[src/hw/rtl/ntnu_pkg.sv]
// ----------------------------------------------------------------------------
// ntnu_pkg
// Shared types, character constants and the code table of the nibble unpacker.
// ----------------------------------------------------------------------------
package ntnu_pkg;

    localparam int CHAR_W      = 8;
    localparam int CODE_W      = 4;
    localparam int MAX_CHARS   = 4;
    localparam int SLOT_W      = $clog2(MAX_CHARS);
    localparam int QUEUE_DEPTH = 2;

    localparam logic [CODE_W-1:0] CODE_END = 4'hF;

    localparam logic [CHAR_W-1:0] CHAR_DIGIT_LO = 8'h30;
    localparam logic [CHAR_W-1:0] CHAR_DIGIT_HI = 8'h40;
    localparam logic [CHAR_W-1:0] CHAR_DOT      = 8'h2E;
    localparam logic [CHAR_W-1:0] CHAR_NL       = 8'h0A;
    localparam logic [CHAR_W-1:0] CHAR_PLUS     = 8'h2B;
    localparam logic [CHAR_W-1:0] CHAR_MINUS    = 8'h2D;
    localparam logic [CHAR_W-1:0] CHAR_SPACE    = 8'h20;
    localparam logic [CHAR_W-1:0] CHAR_DOLLAR   = 8'h24;
    localparam logic [CHAR_W-1:0] CHAR_E        = 8'h65;

    // one classified input byte: up to four characters in output order
    typedef struct packed {
        logic [MAX_CHARS-1:0][CHAR_W-1:0] chars;
        logic [SLOT_W-1:0]                last_slot;
        logic                             stream_end;
    } ntnu_entry_t;

    // front side status
    typedef struct packed {
        logic push;
        logic finished;
    } ntnu_front_stat_t;

    // queue fill status
    typedef struct packed {
        logic full;
        logic empty;
    } ntnu_queue_stat_t;

    // 4-bit code to ascii character
    function automatic logic [CHAR_W-1:0] code_char(input logic [CODE_W-1:0] code);
        logic [CHAR_W-1:0] ch;
        case (code)
            4'hA:    ch = CHAR_DOT;
            4'hB:    ch = CHAR_NL;
            4'hC:    ch = CHAR_PLUS;
            4'hD:    ch = CHAR_MINUS;
            4'hE:    ch = CHAR_SPACE;
            4'hF:    ch = CHAR_DOLLAR;
            default: ch = CHAR_DIGIT_LO | {{(CHAR_W-CODE_W){1'b0}}, code};
        endcase
        return ch;
    endfunction

    function automatic logic is_digit(input logic [CHAR_W-1:0] ch);
        return (ch >= CHAR_DIGIT_LO) && (ch < CHAR_DIGIT_HI);
    endfunction

endpackage

[src/hw/rtl/ntnu_byte_if.sv]
// ----------------------------------------------------------------------------
// ntnu_byte_if
// Channel carrying one packed byte per beat.
// ----------------------------------------------------------------------------
interface ntnu_byte_if;

    logic                         valid;
    logic                         ready;
    logic [ntnu_pkg::CHAR_W-1:0]  packed_byte;

    modport source (output valid, output packed_byte, input ready);
    modport sink   (input valid, input packed_byte, output ready);

endinterface

[src/hw/rtl/ntnu_char_if.sv]
// ----------------------------------------------------------------------------
// ntnu_char_if
// Channel carrying one restored character per beat.
// ----------------------------------------------------------------------------
interface ntnu_char_if;

    logic                         valid;
    logic                         ready;
    logic [ntnu_pkg::CHAR_W-1:0]  out_char;
    logic                         last_of_run;
    logic                         stream_end;

    modport source (output valid, output out_char, output last_of_run, output stream_end,
                    input ready);
    modport sink   (input valid, input out_char, input last_of_run, input stream_end,
                    output ready);

endinterface

[src/hw/rtl/ntnu_front.sv]
// ----------------------------------------------------------------------------
// ntnu_front
// Accepts packed bytes, expands the nibbles into characters with the
// exponent 'e' inserted, and pushes one entry per byte into the queue until the stream ends.
// ----------------------------------------------------------------------------
module ntnu_front (
    input  logic                        clk,
    input  logic                        rst_n,
    ntnu_byte_if.sink                   in_bus,
    input  ntnu_pkg::ntnu_queue_stat_t  queue_stat,
    output ntnu_pkg::ntnu_front_stat_t  front_stat,
    output ntnu_pkg::ntnu_entry_t       entry
);
    import ntnu_pkg::*;

    logic                prev_digit_reg;
    logic                prev_digit_next;
    logic                finished_reg;
    logic                finished_next;
    logic                accept;
    logic [CODE_W-1:0]   hi_code;
    logic [CODE_W-1:0]   lo_code;
    logic [CHAR_W-1:0]   hi_char;
    logic [CHAR_W-1:0]   lo_char;
    logic                hi_digit;
    logic                lo_digit;
    logic                hi_e;
    logic                lo_e;
    logic                end_here;
    logic [SLOT_W:0]     slot;

    // bytes after the end are taken and dropped
    assign in_bus.ready = finished_reg | ~queue_stat.full;
    assign accept       = in_bus.valid & in_bus.ready;

    // classify both nibbles
    assign hi_code  = in_bus.packed_byte[CHAR_W-1:CODE_W];
    assign lo_code  = in_bus.packed_byte[CODE_W-1:0];
    assign hi_char  = code_char(hi_code);
    assign lo_char  = code_char(lo_code);
    assign hi_digit = is_digit(hi_char);
    assign lo_digit = is_digit(lo_char);
    assign hi_e     = (hi_char == CHAR_PLUS) | ((hi_char == CHAR_MINUS) & prev_digit_reg);
    assign lo_e     = (lo_char == CHAR_PLUS) | ((lo_char == CHAR_MINUS) & hi_digit);
    assign end_here = (lo_code == CODE_END);

    // place characters in output order
    always_comb
    begin
        entry.chars = '0;
        slot        = '0;
        if (hi_e)
        begin
            entry.chars[slot[SLOT_W-1:0]] = CHAR_E;
            slot = slot + 1'b1;
        end
        entry.chars[slot[SLOT_W-1:0]] = hi_char;
        slot = slot + 1'b1;
        if (!end_here)
        begin
            if (lo_e)
            begin
                entry.chars[slot[SLOT_W-1:0]] = CHAR_E;
                slot = slot + 1'b1;
            end
            entry.chars[slot[SLOT_W-1:0]] = lo_char;
            slot = slot + 1'b1;
        end
        entry.last_slot  = SLOT_W'(slot - 1'b1);
        entry.stream_end = end_here;
    end

    // stream state
    always_comb
    begin
        prev_digit_next = prev_digit_reg;
        finished_next   = finished_reg;
        if (accept && !finished_reg)
        begin
            prev_digit_next = end_here ? hi_digit : lo_digit;
            finished_next   = end_here;
        end
    end

    always_ff @(posedge clk or negedge rst_n)
    begin
        if (!rst_n)
        begin
            prev_digit_reg <= 1'b0;
            finished_reg   <= 1'b0;
        end
        else
        begin
            prev_digit_reg <= prev_digit_next;
            finished_reg   <= finished_next;
        end
    end

    assign front_stat.push     = accept & ~finished_reg;
    assign front_stat.finished = finished_reg;

endmodule

[src/hw/rtl/ntnu_queue.sv]
// ----------------------------------------------------------------------------
// ntnu_queue
// Short first-in first-out queue of expanded entries between front and back.
// ----------------------------------------------------------------------------
module ntnu_queue #(
    parameter int DEPTH = ntnu_pkg::QUEUE_DEPTH
) (
    input  logic                        clk,
    input  logic                        rst_n,
    input  ntnu_pkg::ntnu_front_stat_t  front_stat,
    input  ntnu_pkg::ntnu_entry_t       wr_entry,
    input  logic                        pop,
    output ntnu_pkg::ntnu_queue_stat_t  queue_stat,
    output ntnu_pkg::ntnu_entry_t       rd_entry
);
    import ntnu_pkg::*;

    localparam int PTR_W = (DEPTH > 1) ? $clog2(DEPTH) : 1;
    localparam int CNT_W = $clog2(DEPTH + 1);
    localparam logic [PTR_W-1:0] LAST_PTR = PTR_W'(DEPTH - 1);
    localparam logic [CNT_W-1:0] FULL_CNT = CNT_W'(DEPTH);

    ntnu_entry_t        mem_reg [DEPTH];
    logic [PTR_W-1:0]   wr_ptr_reg;
    logic [PTR_W-1:0]   wr_ptr_next;
    logic [PTR_W-1:0]   rd_ptr_reg;
    logic [PTR_W-1:0]   rd_ptr_next;
    logic [CNT_W-1:0]   count_reg;
    logic [CNT_W-1:0]   count_next;
    logic               push;

    assign push = front_stat.push;

    // pointer and fill count update
    always_comb
    begin
        wr_ptr_next = wr_ptr_reg;
        rd_ptr_next = rd_ptr_reg;
        count_next  = count_reg;
        if (push)
        begin
            wr_ptr_next = (wr_ptr_reg == LAST_PTR) ? '0 : wr_ptr_reg + 1'b1;
        end
        if (pop)
        begin
            rd_ptr_next = (rd_ptr_reg == LAST_PTR) ? '0 : rd_ptr_reg + 1'b1;
        end
        case ({push, pop})
            2'b10:   count_next = count_reg + 1'b1;
            2'b01:   count_next = count_reg - 1'b1;
            default: count_next = count_reg;
        endcase
    end

    always_ff @(posedge clk or negedge rst_n)
    begin
        if (!rst_n)
        begin
            wr_ptr_reg <= '0;
            rd_ptr_reg <= '0;
            count_reg  <= '0;
        end
        else
        begin
            wr_ptr_reg <= wr_ptr_next;
            rd_ptr_reg <= rd_ptr_next;
            count_reg  <= count_next;
        end
    end

    // entry storage
    always_ff @(posedge clk)
    begin
        if (push)
        begin
            mem_reg[wr_ptr_reg] <= wr_entry;
        end
    end

    assign rd_entry         = mem_reg[rd_ptr_reg];
    assign queue_stat.full  = (count_reg == FULL_CNT);
    assign queue_stat.empty = (count_reg == '0);

endmodule

[src/hw/rtl/ntnu_back.sv]
// ----------------------------------------------------------------------------
// ntnu_back
// Walks the head entry into the output register, one character per cycle unless stalled.
// ----------------------------------------------------------------------------
module ntnu_back (
    input  logic                        clk,
    input  logic                        rst_n,
    input  ntnu_pkg::ntnu_queue_stat_t  queue_stat,
    input  ntnu_pkg::ntnu_entry_t       head,
    output logic                        pop,
    ntnu_char_if.source                 out_bus
);
    import ntnu_pkg::*;

    logic [SLOT_W-1:0]  slot_reg;
    logic [SLOT_W-1:0]  slot_next;
    logic               valid_reg;
    logic               valid_next;
    logic [CHAR_W-1:0]  char_reg;
    logic               last_reg;
    logic               end_reg;
    logic               load;
    logic               at_last;

    // fill the output register whenever the queue has an entry and the register is empty or being drained
    assign load    = ~queue_stat.empty & (~valid_reg | out_bus.ready);
    assign at_last = (slot_reg == head.last_slot);
    assign pop     = load & at_last;

    always_comb
    begin
        slot_next  = slot_reg;
        valid_next = valid_reg & ~out_bus.ready;
        if (load)
        begin
            valid_next = 1'b1;
            slot_next  = at_last ? '0 : slot_reg + 1'b1;
        end
    end

    always_ff @(posedge clk or negedge rst_n)
    begin
        if (!rst_n)
        begin
            slot_reg  <= '0;
            valid_reg <= 1'b0;
        end
        else
        begin
            slot_reg  <= slot_next;
            valid_reg <= valid_next;
        end
    end

    // output beat payload
    always_ff @(posedge clk)
    begin
        if (load)
        begin
            char_reg <= head.chars[slot_reg];
            last_reg <= at_last;
            end_reg  <= head.stream_end;
        end
    end

    assign out_bus.valid       = valid_reg;
    assign out_bus.out_char    = char_reg;
    assign out_bus.last_of_run = last_reg;
    assign out_bus.stream_end  = end_reg;

endmodule

[src/hw/rtl/numeric_text_nibble_unpacker.sv]
// ----------------------------------------------------------------------------
// numeric_text_nibble_unpacker
// Unpacks two 4-bit character codes per byte into restored numeric text.
// ----------------------------------------------------------------------------
// Each input beat is one packed byte, high nibble first. It yields one to four
// output beats (digits, '.', newline, '+', '-', space, '$', with an 'e' placed
// before every '+' and before a '-' that follows a digit). The output delivers
// one character per cycle unless the queue is empty or the output is stalled.
// That rate is set by the single output register in the back end; the front
// end expands a byte combinationally as it is accepted and parks it in a short
// queue, so input and output stall independently. A '$' in the low nibble ends
// the stream: the byte's characters carry stream_end, and every later byte is
// taken and dropped until reset.
// ----------------------------------------------------------------------------
module numeric_text_nibble_unpacker #(
    parameter int QUEUE_DEPTH = ntnu_pkg::QUEUE_DEPTH
) (
    input  logic         clk,
    input  logic         rst_n,
    ntnu_byte_if.sink    in_bus,
    ntnu_char_if.source  out_bus
);
    import ntnu_pkg::*;

    ntnu_front_stat_t  front_stat;
    ntnu_queue_stat_t  queue_stat;
    ntnu_entry_t       wr_entry;
    ntnu_entry_t       head;
    logic              pop;

    // byte intake and expansion
    ntnu_front u_front (
        .clk        (clk),
        .rst_n      (rst_n),
        .in_bus     (in_bus),
        .queue_stat (queue_stat),
        .front_stat (front_stat),
        .entry      (wr_entry)
    );

    // decoupling queue
    ntnu_queue #(
        .DEPTH (QUEUE_DEPTH)
    ) u_queue (
        .clk        (clk),
        .rst_n      (rst_n),
        .front_stat (front_stat),
        .wr_entry   (wr_entry),
        .pop        (pop),
        .queue_stat (queue_stat),
        .rd_entry   (head)
    );

    // character output
    ntnu_back u_back (
        .clk        (clk),
        .rst_n      (rst_n),
        .queue_stat (queue_stat),
        .head       (head),
        .pop        (pop),
        .out_bus    (out_bus)
    );

    // a full queue never takes an entry
    a_no_push_when_full: assert property (@(posedge clk) disable iff (!rst_n)
        front_stat.push |-> !queue_stat.full)
        else $error("queue written while full");

    // an empty queue is never popped
    a_no_pop_when_empty: assert property (@(posedge clk) disable iff (!rst_n)
        pop |-> !queue_stat.empty)
        else $error("queue popped while empty");

    // the final beat of a terminated byte implies the stream is closed
    a_end_closes_stream: assert property (@(posedge clk) disable iff (!rst_n)
        (out_bus.valid && out_bus.ready && out_bus.last_of_run && out_bus.stream_end)
            |-> front_stat.finished)
        else $error("terminator delivered while stream still open");

    // once closed the front end queues nothing more
    a_closed_stays_quiet: assert property (@(posedge clk) disable iff (!rst_n)
        front_stat.finished |-> !front_stat.push)
        else $error("byte queued after end of stream");

endmodule
[src/flat_wrapper.sv]
// flat-port wrapper written by rule: the top's interface ports become plain ports
module numeric_text_nibble_unpacker_flat import ntnu_pkg::*;
#(
    parameter int QUEUE_DEPTH = ntnu_pkg::QUEUE_DEPTH
)
  (clk, rst_n, in_bus_valid, in_bus_packed_byte, in_bus_ready, out_bus_valid, out_bus_out_char, out_bus_last_of_run, out_bus_stream_end, out_bus_ready);
  ntnu_byte_if in_bus_i ();
  ntnu_char_if out_bus_i ();
  input  logic clk;
  input  logic rst_n;
  input wire logic [$bits(in_bus_i.valid)-1:0] in_bus_valid;
  input wire logic [$bits(in_bus_i.packed_byte)-1:0] in_bus_packed_byte;
  output wire logic [$bits(in_bus_i.ready)-1:0] in_bus_ready;
  output wire logic [$bits(out_bus_i.valid)-1:0] out_bus_valid;
  output wire logic [$bits(out_bus_i.out_char)-1:0] out_bus_out_char;
  output wire logic [$bits(out_bus_i.last_of_run)-1:0] out_bus_last_of_run;
  output wire logic [$bits(out_bus_i.stream_end)-1:0] out_bus_stream_end;
  input wire logic [$bits(out_bus_i.ready)-1:0] out_bus_ready;
  assign in_bus_i.valid = in_bus_valid;
  assign in_bus_i.packed_byte = in_bus_packed_byte;
  assign in_bus_ready = in_bus_i.ready;
  assign out_bus_valid = out_bus_i.valid;
  assign out_bus_out_char = out_bus_i.out_char;
  assign out_bus_last_of_run = out_bus_i.last_of_run;
  assign out_bus_stream_end = out_bus_i.stream_end;
  assign out_bus_i.ready = out_bus_ready;
  numeric_text_nibble_unpacker #(.QUEUE_DEPTH(QUEUE_DEPTH)) u_core (.clk(clk), .rst_n(rst_n), .in_bus(in_bus_i), .out_bus(out_bus_i));
endmodule
[config.mk]
export PLATFORM = sky130hd
export DESIGN_NAME = numeric_text_nibble_unpacker_flat
export DESIGN_NICKNAME = d
export VERILOG_FILES = /design/src/hw/rtl/ntnu_pkg.sv /design/src/hw/rtl/ntnu_byte_if.sv /design/src/hw/rtl/ntnu_char_if.sv /design/src/hw/rtl/ntnu_front.sv /design/src/hw/rtl/ntnu_queue.sv /design/src/hw/rtl/ntnu_back.sv /design/src/hw/rtl/numeric_text_nibble_unpacker.sv /design/src/flat_wrapper.sv
export SDC_FILE = /design/constraint.sdc
export NUM_CORES = 1
export LEC_CHECK = 0
export BUFFER_PORTS_ARGS = -buffer_cell sky130_fd_sc_hd__buf_4
export CAP_MARGIN = 15
export CELL_PAD_IN_SITES_DETAIL_PLACEMENT = 2
export CELL_PAD_IN_SITES_GLOBAL_PLACEMENT = 2
export CORE_ASPECT_RATIO = 1.75
export CORE_MARGIN = 4
export CORE_UTILIZATION = 45
export DETAILED_ROUTE_END_ITERATION = 12
export GPL_TIMING_DRIVEN = 0
export PLACE_DENSITY_LB_ADDON = 0.1
export SLEW_MARGIN = 20
export SYNTH_ARGS = -nofsm -noshare
export SYNTH_HDL_FRONTEND = slang
export SYNTH_HIERARCHICAL = 1
export SYNTH_SLANG_ARGS = --single-unit
export TNS_END_PERCENT = 1
[constraint.sdc]
create_clock -name clk -period 3.3 [get_ports clk]
set_input_delay 0.66 -clock clk [delete_from_list [all_inputs] [get_ports clk]]
set_output_delay 0.66 -clock clk [all_outputs]
set_load 0.03 [all_outputs]
==> metrics.csv <==
stage,metric,value,unit
clock_tree,post_cts_setup_buffers,0,
clock_tree,clock_latency,350,ps
timing,grt_setup_unrepaired,false,
timing,timing.slew.headroom,26.0,%
critical_path,timing.critical_path.depth,5,
floorplanning,fp.dieH,136,µm
clock_tree,cts-root-buf,sky130_fd_sc_hd__clkbuf_16,
clock_tree,numClockSinks,89,
outcome,run_status,"finished, final reports clean",
critical_path,worstPathArrival,2680,ps
synthesis,cells_after_synth,262,
route,detail_route.wirelength,9720,µm
floorplanning,initial_core_util,46.3,%
timing,worst_slew_pin_slew,1110,ps
timing,finalSetupViolations,0,
cells_and_area,final_util,53.9,%
placement,gp_congestion,0.743,
global_route,grt_first_pass_wirelength,15200,µm
global_route,grt_start_max_net_pins,24,
pwr,worst_ir_drop_vdd,0.367,mV
global_route,number_of_antenna_violations_at_the_first_check_in_global_routing,0,
global_route,grt.overflow.total,0,
global_route,grtUsageMet3,3.65,%
floorplanning,floorplan.io_pins,24,
clock_tree,tritoncts,done,
floorplanning,floorplan.die_area,11100,µm²
route,first_iter_violations,141,
critical_path,critical_path.cell_chain,nor2b_1 -> nor3b_1 -> inv_1 -> nor2_4 -> buf_16,
cells_and_area,largest_register_ffs,70,
critical_path,worst_path_largest_cell_delay,760,ps
timing,worst_slack,672,ps
clock_tree,cts.path.max_buffers,2,
critical_path,setup.reg_to_reg.worst_slack,670,ps
cells_and_area,drive_above_1_share,37.6,%
timing,worst_clock_skew,7.77,ps
critical_path,end_of_the_worst_register_to_register_path,u_core/u_queue/mem_reg[0][8],
synthesis,post_synthesis_cell_area,4240,µm²
critical_path,startpoint_type_of_the_worst_setup_path,flop,
critical_path,end_kind,flop,
route,antenna_left,0,
floorplanning,dieWidth,81.4,µm
clock_tree,numCtsBuffers,9,
placement,dp.final_hpwl,6770,µm
critical_path,cpLargestDelayFamily,simple AND/OR/NAND/NOR gates,
critical_path,r2r_start,u_core/u_queue/count_reg[1],
critical_path,slowest_stage,sky130_fd_sc_hd__nor3b_1,
route,detailedRoute.firstPassIterationCount,4,
route,vias,2304,
route,drc,0,
synthesis,yosysWarnings,6,
global_route,vias_in_the_first_global_route,2615,
global_route,grt_use_met1,21.7,%
global_route,gr-usage-met2,35.6,%
critical_path,reg2regPathDepth,5,
floorplanning,floorplan.core_area,9150,µm²
global_route,groute.usage.overall,19.7,%
cells_and_area,antennaDiodeCount,0,
timing,final-hold-violation-count,0,
placement,io_buffers,20,
run,drv.max_cap_violation_count,0,
pwr,cellPowerDensity,893,nW/µm²
clock_tree,htree_levels,3,
pwr,power_leakage,0.00190,µW
worst_hold_path,hold_path_class,input pin to asynchronous set/reset pin,
critical_path,worst-endpoint-required,3350,ps
critical_path,critical_path_peak_fanout,20,
timing,period_minus_slack,2630,ps
placement,dp_slack,417,ps
clock_tree,cts.reportedPaths.clkPinSlew,60,ps
synthesis,postSynthAreaPerCell,16.2,µm²
global_route,grt-busiest-layer,met2,
critical_path,timing.setup.critical_path_class,flop to flop,
clock_tree,cts-resized-gates,0,
cells_and_area,num-nets-final,317,
timing,period_share,79.6,%
floorplanning,rows,46,
critical_path,cp_num_buf_inv,2,
route,via_per_inst,5.41,
timing,fmaxAchievable,381,MHz
clock_tree,cts_hold_repair.buffers,0,
route,routed_wire_per_std_cell,22.8,µm
timing,final-max-slew-violation-count,0,
cells_and_area,area_growth_syn_to_layout,16.3,%
-- how the worst max path moves through the flow --
stage                                            from                            end  slack (ps)
after CTS                 u_core/u_queue/count_reg[1]  u_core/u_queue/mem_reg[0][28]         600
after global routing      u_core/u_queue/count_reg[1]  u_core/u_queue/mem_reg[0][28]         440
final                     u_core/u_queue/count_reg[1]   u_core/u_queue/mem_reg[0][8]         670
after detailed placement        in_bus_packed_byte[4]  u_core/u_queue/mem_reg[1][21]         420
after floorplan                          in_bus_valid   u_core/u_queue/mem_reg[0][0]         150
after global placement                   in_bus_valid  u_core/u_queue/mem_reg[0][34]       -1030
-- where the power goes --
part	total, µW	internal, µW	switching, µW	leakage (µW)
clock network	1090	655	431	0.000150
registers	1730	1600	128	0.000844
logic	1590	778	809	0.000901
total	4400	3030	1370	0.00190
-- per-stage QoR --
stage               area, µm²  hold slack (ps)  total power, µW  setup TNS, ps  instances
finish                   4930              133             4400              0        426
CTS                      4930              117             4470              0        426
global route             4930              122             4620              0        426
floorplan                4260              364             2870              0        268
global placement         4560              454             3250         -35940        408
detailed placement       4620              467             3360              0        410
-- worst register-to-register path, cell delays in order (launching register included) --
cell	delay (ps)
sky130_fd_sc_hd__dfrtp_1	400
sky130_fd_sc_hd__nor2b_1	150
sky130_fd_sc_hd__nor3b_1	760
sky130_fd_sc_hd__inv_1	250
sky130_fd_sc_hd__nor2_4	510
sky130_fd_sc_hd__buf_16	240
-- metal layers --
metal	vias to the layer above	share of wire, %	routed length [µm]
li1	1047	-	-
met1	1202	38	3680
met2	42	57	5520
met3	13	3.0	296
met4	0	2.4	230
met5	-	0	0
-- final cells by class --
class | count | area [µm²]
Tap cell | 120 | 150
Buffer | 22 | 206
Clock inverter | 7 | 85.1
Inverter | 9 | 33.8
Clock buffer | 9 | 225
Sequential cell | 89 | 2630
Multi-Input combinational cell | 148 | 1400
Fill cell | 819 | 4220
Timing Repair Buffer | 22 | 198
-- layout by cell type, fill, tap and decap left out, types with 6 or more instances in the layout --
| master | n |
|---|---|
| sky130_fd_sc_hd__mux2_4 | 29 |
| sky130_fd_sc_hd__conb_1 | 7 |
| sky130_fd_sc_hd__dfrtp_1 | 9 |
| sky130_fd_sc_hd__mux2_2 | 6 |
| sky130_fd_sc_hd__clkbuf_16 | 9 |
| sky130_fd_sc_hd__edfxtp_1 | 80 |
| sky130_fd_sc_hd__a21oi_1 | 6 |
| sky130_fd_sc_hd__inv_1 | 7 |
| sky130_fd_sc_hd__buf_2 | 6 |
| sky130_fd_sc_hd__buf_4 | 28 |
| sky130_fd_sc_hd__nor2_1 | 16 |
| sky130_fd_sc_hd__nor2b_1 | 6 |
| sky130_fd_sc_hd__nand2_1 | 8 |
(Power assumes the default switching activity.)
